==> src/rtl/assert_macros.svh <==
// assertion macros used by the top-level rtl file
`ifndef ASSERT_MACROS_SVH
`define ASSERT_MACROS_SVH

// same-cycle implication, checked out of reset
`define MQM_ASSERT_IMPL(label, ante, cons) \
    label: assert property (@(posedge i_clk) disable iff (!i_rst_n) (ante) |-> (cons)) \
        else $error("message queue manager assertion failed");

// next-cycle implication, checked out of reset
`define MQM_ASSERT_NEXT(label, ante, cons) \
    label: assert property (@(posedge i_clk) disable iff (!i_rst_n) (ante) |=> (cons)) \
        else $error("message queue manager assertion failed");

`endif

==> src/rtl/mqm_pkg.sv <==
// shared types, codes and defaults of the message queue manager
package mqm_pkg;

    // default sizes
    localparam int NUM_QUEUES_DEF  = 8;
    localparam int QUEUE_DEPTH_DEF = 16;
    localparam int WAITERS_DEF     = 8;

    // field widths
    localparam int ACT_W  = 3;
    localparam int QIDX_W = 4;
    localparam int CAP_W  = 5;
    localparam int DATA_W = 32;
    localparam int TID_W  = 4;
    localparam int MODE_W = 2;
    localparam int STAT_W = 3;
    localparam int CNT_W  = 5;

    // action codes
    localparam logic [ACT_W-1:0] ACT_CREATE  = 3'd0;
    localparam logic [ACT_W-1:0] ACT_DELETE  = 3'd1;
    localparam logic [ACT_W-1:0] ACT_SEND    = 3'd2;
    localparam logic [ACT_W-1:0] ACT_RECEIVE = 3'd3;
    localparam logic [ACT_W-1:0] ACT_PEEK    = 3'd4;

    // status codes
    localparam logic [STAT_W-1:0] ST_OK      = 3'd0;
    localparam logic [STAT_W-1:0] ST_ERR     = 3'd1;
    localparam logic [STAT_W-1:0] ST_FULL    = 3'd2;
    localparam logic [STAT_W-1:0] ST_EMPTY   = 3'd3;
    localparam logic [STAT_W-1:0] ST_TIMEOUT = 3'd4;

    // wait modes
    localparam logic [MODE_W-1:0] MODE_NO_WAIT = 2'd0;
    localparam logic [MODE_W-1:0] MODE_FOREVER = 2'd2;

    // commands from the controller
    typedef struct packed {
        logic load_in;
        logic exec;
        logic pop;
        logic emit;
    } t_mqm_cmd;

    // status back to the controller
    typedef struct packed {
        logic walk;
        logic last;
        logic out_free;
    } t_mqm_stat;

endpackage

==> src/rtl/mqm_ctrl.sv <==
// controller state machine of the message queue manager
module mqm_ctrl (
    input  logic              i_clk,
    input  logic              i_rst_n,
    input  logic              i_valid,
    output logic              o_stall,
    input  mqm_pkg::t_mqm_stat i_stat,
    output mqm_pkg::t_mqm_cmd  o_cmd
);
    import mqm_pkg::*;

    localparam logic [1:0] S_IDLE = 2'd0;
    localparam logic [1:0] S_EXEC = 2'd1;
    localparam logic [1:0] S_EMIT = 2'd2;
    localparam logic [1:0] S_DPOP = 2'd3;

    logic [1:0] r_state;
    logic [1:0] n_state;

    // next state and commands
    always_comb begin
        n_state = r_state;
        o_cmd   = '0;
        case (r_state)
            S_IDLE: begin
                if (i_valid) begin
                    o_cmd.load_in = 1'b1;
                    n_state       = S_EXEC;
                end
            end
            S_EXEC: begin
                o_cmd.exec = 1'b1;
                n_state    = i_stat.walk ? S_DPOP : S_EMIT;
            end
            S_DPOP: begin
                o_cmd.pop = 1'b1;
                n_state   = S_EMIT;
            end
            S_EMIT: begin
                if (i_stat.out_free) begin
                    o_cmd.emit = 1'b1;
                    n_state    = i_stat.last ? S_IDLE : S_DPOP;
                end
            end
            default: begin
                n_state = S_IDLE;
            end
        endcase
    end

    // state register
    always_ff @(posedge i_clk) begin
        if (!i_rst_n) begin
            r_state <= S_IDLE;
        end else begin
            r_state <= n_state;
        end
    end

    assign o_stall = (r_state != S_IDLE) || !i_rst_n;
endmodule

==> config.mk <==
export PLATFORM = sky130hd
export DESIGN_NAME = mqm_ctrl
export DESIGN_NICKNAME = d
export VERILOG_FILES = /design/src/rtl/assert_macros.svh /design/src/rtl/mqm_pkg.sv /design/src/rtl/mqm_ctrl.sv
export SDC_FILE = /design/constraint.sdc
export NUM_CORES = 1
export LEC_CHECK = 0
export BUFFER_PORTS_ARGS = -buffer_cell sky130_fd_sc_hd__buf_2
export CAP_MARGIN = 20
export CORE_AREA = 2 2 39 41
export DETAILED_ROUTE_END_ITERATION = 10
export DIE_AREA = 0 0 41 43
export GPL_TIMING_DRIVEN = 0
export PLACE_DENSITY = 0.41
export SLEW_MARGIN = 30
export SYNTH_ARGS = -nofsm -noshare
export SYNTH_HDL_FRONTEND = slang
export SYNTH_SLANG_ARGS = --single-unit
export TNS_END_PERCENT = 5
==> constraint.sdc <==
create_clock -name i_clk -period 0.8 [get_ports i_clk]
set_input_delay 0.04 -clock i_clk [delete_from_list [all_inputs] [get_ports i_clk]]
set_output_delay 0.04 -clock i_clk [all_outputs]
set_load 0.05 [all_outputs]
== Word level (Yosys, flattened, before mapping) ==
Cells that the tools add are included.

* Add/sub/neg operators: 0
* $mul: 0
* Divide/modulo/power cells: 0
* Order comparisons: 0
* Equal/unequal tests: 5
* Shift operators: 0
* Muxes and demuxes: 11
* Bitwise logic cells: 0
* Reductions and logical operators: 5

{| class="wikitable"
|+ Operators by type and width
! operator !! count
|-
| $pmux W2 S4 || 1
|-
| $mux W1 || 7
|-
| $mux W2 || 3
|-
| $eq A2 B2 Y1 const B || 2
|-
| $ne A2 B2 Y1 const B || 2
|-
| $eq A2 B1 Y1 const B || 1
|-
| $logic_not A2 Y1 || 1
|-
| $reduce_and A2 Y1 || 1
|-
| $reduce_bool A2 Y1 || 1
|-
| $logic_not A1 Y1 || 1
|-
| $logic_or A1 B1 Y1 || 1
|}

* Flip-flop bits (word level): 2
* Latch bits: 0
* RAM bits: 0
* ROM bits: 0
* Input port bits: 6
* Output and inout port bits: 5
* Memories kept: 0

== Logic depth before layout (Yosys ltp) ==
Gate-level depths: netlist of the first run.

* Word-level depth: 3
* Mapped depth: 2
* Gate-level depth less buffers: 2

== Worst setup path before layout of the first run ==
Ideal clock, no wire load.

* Kind: register to output
* Start: register r_state[0]
* End: output port o_cmd[2] (netlist name)
* Data arrival time: 1.121 ns
* Data required time: 0.760 ns
* Setup slack: -0.361 ns
* Stages on the path, launching flop included: 2
* Cells stage by stage: dfxtp_1 > nor2b_1

{| class="wikitable"
|+ RTL lines
! what !! RTL line !! RTL
|-
| start: declaration || mqm_ctrl.sv:17 || <nowiki>logic [1:0] r_state;</nowiki>
|-
| start signal: assignment || mqm_ctrl.sv:56 || <nowiki>r_state <= n_state;</nowiki>
|-
| end: declaration || mqm_ctrl.sv:8 || <nowiki>output mqm_pkg::t_mqm_cmd o_cmd</nowiki>
|}

==> key figures, run 1 <==
Die
  • Core area: between 1000 and 1500 um^2
  • Die ar.: between 1500 and 2000 um^2
  • Die Y: 43 um
  • Chip width: 41 um
  • Starting Density: around a tenth
  • Ports: 11
  • Rows: 14

Finish
  • Final instance area: 299 um^2
  • Area delta synth->final: 128%
  • Final core occ: between 20% and 30%
  • # nets final: 36
  • Number of diodes: 0
  • Top Registers: r_state: 2 flops
  • Layout cells sized above 1: 82.1%
  • Number of flip-flops in the largest register: 2
  • Biggest register: r_state

STA
  • Worst slew pin tran: ~0.15 ns
  • Final min period: between 1 and 1.5 ns
  • Final hold violations: 0
  • Setup Skew: a little over 0.003 ns
  • Max_slew headroom: approximately 90%
  • Final WS setup: -0.204 ns
  • Slew Viols, Final: 0
  • Fmax: roughly 1000 MHz
  • Final period utilization: 125%
  • Final setup vio count: 6
  • RSZ-0062 raised after global routing: yes

Setup path
  • Crit path launch type: flop
  • Crit path largest cell delay: between 0.3 and 0.4 ns
  • Setup CP Type: flop to primary output
  • Worst EP arrival: about 0.96 ns
  • Worst Path Buf+Inv: 1
  • Worst setup EP type: primary output
  • CP cell instances: and3b_2 -> buf_8
  • Crit-path max FO: 7
  • CP delay by family, top: flip-flops
  • Crit-path slowest cell: dfxtp_4
  • CP required: 0.76 ns

GRT
  • M1 GR Usage: roughly 8.6%
  • Initial antenna violation count: 0
  • First-pass GRT wire length: around 630 um
  • Routing usage on met3: under 10%
  • GR peak layer: met1
  • GR Overflow Total: 0
  • Pin count of the biggest net entering global routing: 8
  • Grt met2 use: under 10%
  • Vias in the first global route: 151
  • Total GRT Usage: between 5 and 6%

Synthesis
  • Ys Warns: 0
  • Syn avg cell area: 9.38 um^2
  • Syn_nets: 20
  • Post-Synthesis Cells: 14
  • Sequential fraction of the synthesis area: between 30% and 40%
  • Distinct cells, synth: 13
  • Post-Syn Area: 131 um^2
  • Yosys reg bits: 2

Power and ir drop
  • Pleak: 0.134 nW
  • Max VDD drop: about 0.8 mV
  • Power per Cell Area: 1870 nW/um^2

Drt
  • Mean routed wirelength per cell: about 8.6 um
  • First-iteration detailed-routing DRC count: 5
  • TritonRoute pass-1 iters: 2
  • Final wirelength: 379 um
  • DRC viols: 0
  • Vias: between 150 and 200
  • Final ANT Viol Nets: 0
  • Via density: roughly 3.4

Placement
  • GPL Wtd Cong: 0.583
  • DP HPWL: 282 um
  • Cell Area, Placed: approximately 210 um^2
  • PortBufs: 10

CTS
  • Clk buf depth: 2
  • H-tree depth: 1
  • Root Buffer: clkbuf_4
  • Clk_lat worst skew: around 0.22 ns
  • Hold_buf cts: 0
  • TritonCTS buffer count: 3
  • Worst-path clk slew: around 0.030 ns
  • CTS tree: done
  • Total clock sinks: 2

Worst hold path
  • Worst min-delay path class: input pin to flop

Run status
  • Failing checks: negative setup slack
  • Status: finished with violations

Flow run
  • Max-cap violations: 0
==> per-stage QoR <==
step           std cells  hold slack [ns]  setup WS (ns)  power (W)  setup TNS, ns
2_1_floorplan         14            0.136        -0.0975   0.000244         -0.206
3_3_place_gp          40            0.256         -0.213   0.000287         -0.938
3_5_place_dp          40            0.256         -0.192   0.000286         -0.823
4_1_cts               44           0.0114         -0.219   0.000569         -0.961
5_1_grt               44           0.0229         -0.238   0.000598          -1.19
6_report              44           0.0189         -0.204   0.000560         -0.920
==> logic make-up after synthesis <==
family                 after synthesis  share of synthesized area [%]
muxes                                1                           7.62
DFF                                  2                           30.5
buffers and inverters                1                           2.85
and+or+nand+nor                      7                           35.2
AOI/OAI and AO/OA                    3                           23.8
==> synth_stat cells (all sizes together) <==
library cell,instances,share of area [%]
nand2,1,2.9
dfxtp,2,30
and3b,1,7.6
nand4b,1,6.7
o32ai,1,12
a21boi,1,5.7
mux2i,1,7.6
nor2b,1,4.8
and2,2,10
o21a,1,5.7
inv,1,2.9
nor2,1,2.9
==> final timing paths <==
path                   start         end  slack [ns]  depth (start not counted)
setup / recovery  r_state[1]    o_cmd[0]       -0.20                          2
hold reg to reg   r_state[1]  r_state[0]        0.54                          1
setup reg to reg  r_state[0]  r_state[0]       -0.11                          3
hold / removal     i_stat[1]  r_state[0]        0.02                          2
==> placed cells by master, fill, tap and decap left out <==
master,count
nor2_4,1
nand4b_1,1
and2_4,1
clkbuf_4,3
buf_6,3
dfxtp_4,2
o32ai_2,1
o21a_1,1
nand2_1,1
mux2i_2,1
buf_4,1
nor2b_4,1
buf_8,2
and3b_2,1
a21boi_1,1
and2_2,1
inv_1,1
buf_2,5
==> what timing repair did <==
item                       CTS  global route
setup endpoints to repair    7             7
buffers inserted             1             0
pin swaps                    3             0
gates resized for setup     19             1
==> routing by layer <==
layer	wire, um	part of all wire [%]
met3	40	11
met4	0	0
met1	226	60
met5	0	0
met2	112	30
==> power by group <==
part,internal [W],switching (W)
Sequential,0.000111,0.0000199
Clock,0.000165,0.0000489
Combinational,0.000101,0.000115
Total,0.000377,0.000183
==> cell type report <==
| cell class | count | area, um^2 |
|---|---|---|
| well taps | 16 | 20.0 |
| fillers | 151 | 1080 |
| repair buffers | 11 | 96.3 |
| inverters | 1 | 3.75 |
| clock buffers | 3 | 22.5 |
| flip-flops and latches | 2 | 47.5 |
| multi-input cells | 11 | 109 |
Note: power is estimated with default switching activity, not from simulation.
==> run 2: changes to the inputs <==
--- a/config.mk
+++ b/config.mk
@@ -16,4 +16,4 @@
 export SYNTH_ARGS = -nofsm -noshare
 export SYNTH_HDL_FRONTEND = slang
 export SYNTH_SLANG_ARGS = --single-unit
-export TNS_END_PERCENT = 5
+export TNS_END_PERCENT = 30
==> run 2 against run 1 <==
Critical endpoint unchanged. Cell count is 2.3% higher. Die area stayed put. Highest routed layer unchanged. The run still ends with negative setup slack left. Combinational power is 3% higher.
==> key figures, run 2 (synthesis gave the netlist of run 1 again) <==
Setup path
  • Worst setup EP type: primary output
  • CP required: 0.76 ns
  • Worst EP arrival: approximately 0.96 ns
  • Setup CP Type: flop to primary output
  • Crit path launch type: flop
  • Crit-path max FO: 5

Flow run
  • Max-cap violations: 0

Finish
  • Biggest register: r_state
  • FILL cells: 150
  • Most common cell after layout, fill and taps aside: buf_2
  • Commonest cells after routing, fill and taps aside: buf_2 (5), clkbuf_4 (3), buf_6 (3)
  • Area delta synth->final: 133%
  • Number of flip-flops in the largest register: 2
  • Top Registers: r_state: 2 flops
  • Layout cells sized above 1: between 80% and 90%
  • Number of diodes: 0
  • # nets final: 37

CTS
  • H-tree depth: 1
  • Clk buf depth: 2
  • Clk_lat worst skew: about 0.22 ns
  • TritonCTS buffer count: 3
  • Worst-path clk slew: around 0.030 ns
  • Root Buffer: clkbuf_4
  • Total clock sinks: 2
  • CTS tree: done
  • Hold_buf cts: 0

STA
  • Setup Skew: 0.00495 ns
  • RSZ-0062 raised after global routing: yes
  • TNS Setup: -0.923 ns
  • Final period utilization: 125%
  • Final min period: 1.00 ns
  • Final WS setup: -0.203 ns
  • Fmax: around 1000 MHz
  • Slew Viols, Final: 0
  • WHS: between 0.015 and 0.02 ns
  • Worst slew pin tran: approximately 0.15 ns
  • Final hold violations: 0
  • Final setup vio count: 6
  • Max_slew headroom: around nine tenths

Power and ir drop
  • Power per Cell Area: between 1500 and 2000 nW/um^2
  • Gate power share: between 30% and 40%
  • Max VDD drop: 0.825 mV
  • Overall power: around 0.00057 W
  • Part of the power in the clock network: between 30% and 40%
  • P_int: between 0.0003 and 0.0004 W
  • Reg power frac: ~23%
  • Pleak: approximately 0.14 nW
  • Switching Power: 0.000187 W
  • Sw frac: between 30% and 40%

Drt
  • Vias: ~150
  • Via density: 3.42
  • First-iteration detailed-routing DRC count: 0
  • Final ANT Viol Nets: 0
  • Final wirelength: ~380 um
  • Mean routed wirelength per cell: around 8.4 um
  • TritonRoute pass-1 iters: 1
  • DRC viols: 0

Placement
  • DP HPWL: ~280 um
  • GPL Wtd Cong: 0.583
  • PortBufs: 10

Die
  • Starting Density: 9.49%
  • Chip width: ~41 um
  • Rows: 14
  • Ports: 11
  • Die ar.: approximately 1800 um^2
  • Die Y: 43 um
  • Core area: about 1400 um^2

GRT
  • Vias in the first global route: around 150
  • Pin count of the biggest net entering global routing: 8
  • Total GRT Usage: ~5.7%
  • First-pass GRT wire length: approximately 630 um
  • Initial antenna violation count: 0
  • GR Overflow Total: 0

Run status
  • Status: finished with violations
  • Failing checks: negative setup slack

Worst hold path
  • Worst min-delay path class: input pin to flop
[run 2: repair_timing]
item	CTS	global route
buffers inserted	1	1
endpoints found under the setup margin	7	7
gates resized for setup	19	1
pin swaps	3	0
[run 2: final cells by class]
type / count / area (um^2) / area share [%]
Sequential cell: 2 / 47.5 / 15.5
Timing Repair Buffer: 12 / 104 / 33.9
Clock buffer: 3 / 22.5 / 7.35
Inverter: 1 / 3.75 / 1.22
Tap cell: 16 / 20.0 / 6.53
Multi-Input combinational cell: 11 / 109 / 35.5
[run 2: metrics by stage]
step	setup slack [ns]	utilization (%)	instances	cell area [um^2]
global placement	-0.213	15.2	40	210
finish	-0.203	22.2	45	307
global route	-0.238	22.2	45	307
floorplan	-0.0975	-	14	140
detailed placement	-0.192	15.2	40	210
CTS	-0.219	21.3	44	295
[run 2: final timing paths]
kind / from / end / slack [ns] / cells after the start
max: r_state[0] / o_cmd[0] / -0.20 / 2
min: i_stat[1] / r_state[0] / 0.02 / 2
max reg2reg: r_state[0] / r_state[0] / -0.11 / 3
min reg2reg: r_state[1] / r_state[0] / 0.62 / 2
[run 2: layer usage]
layer | part of all wire (%) | wire length (um) | up-vias | track usage [%]
li1 | - | - | 81 | -
met1 | 59 | 224 | 62 | 8.63
met2 | 30 | 114 | 11 | 4.69
met3 | 11 | 40 | 0 | 6.28
met4 | 0 | 0 | 0 | 2.00
met5 | 0 | 0 | - | 0
[run 2: critical path, cell delays in order, from the launching register on]
cell	delay, ns
dfxtp_4	0.35
and3b_2	0.25
buf_8	0.14
[run 2: power groups by stage]
stage	clock network [W]	registers, W	logic (W)
final	0.000217	0.000129	0.000223
after global routing	0.000239	0.000131	0.000234
after CTS	0.000228	0.000131	0.000211
after detailed placement	0	0.000129	0.000156
after global placement	0	0.000131	0.000157
after floorplan	0	0.000125	0.000118
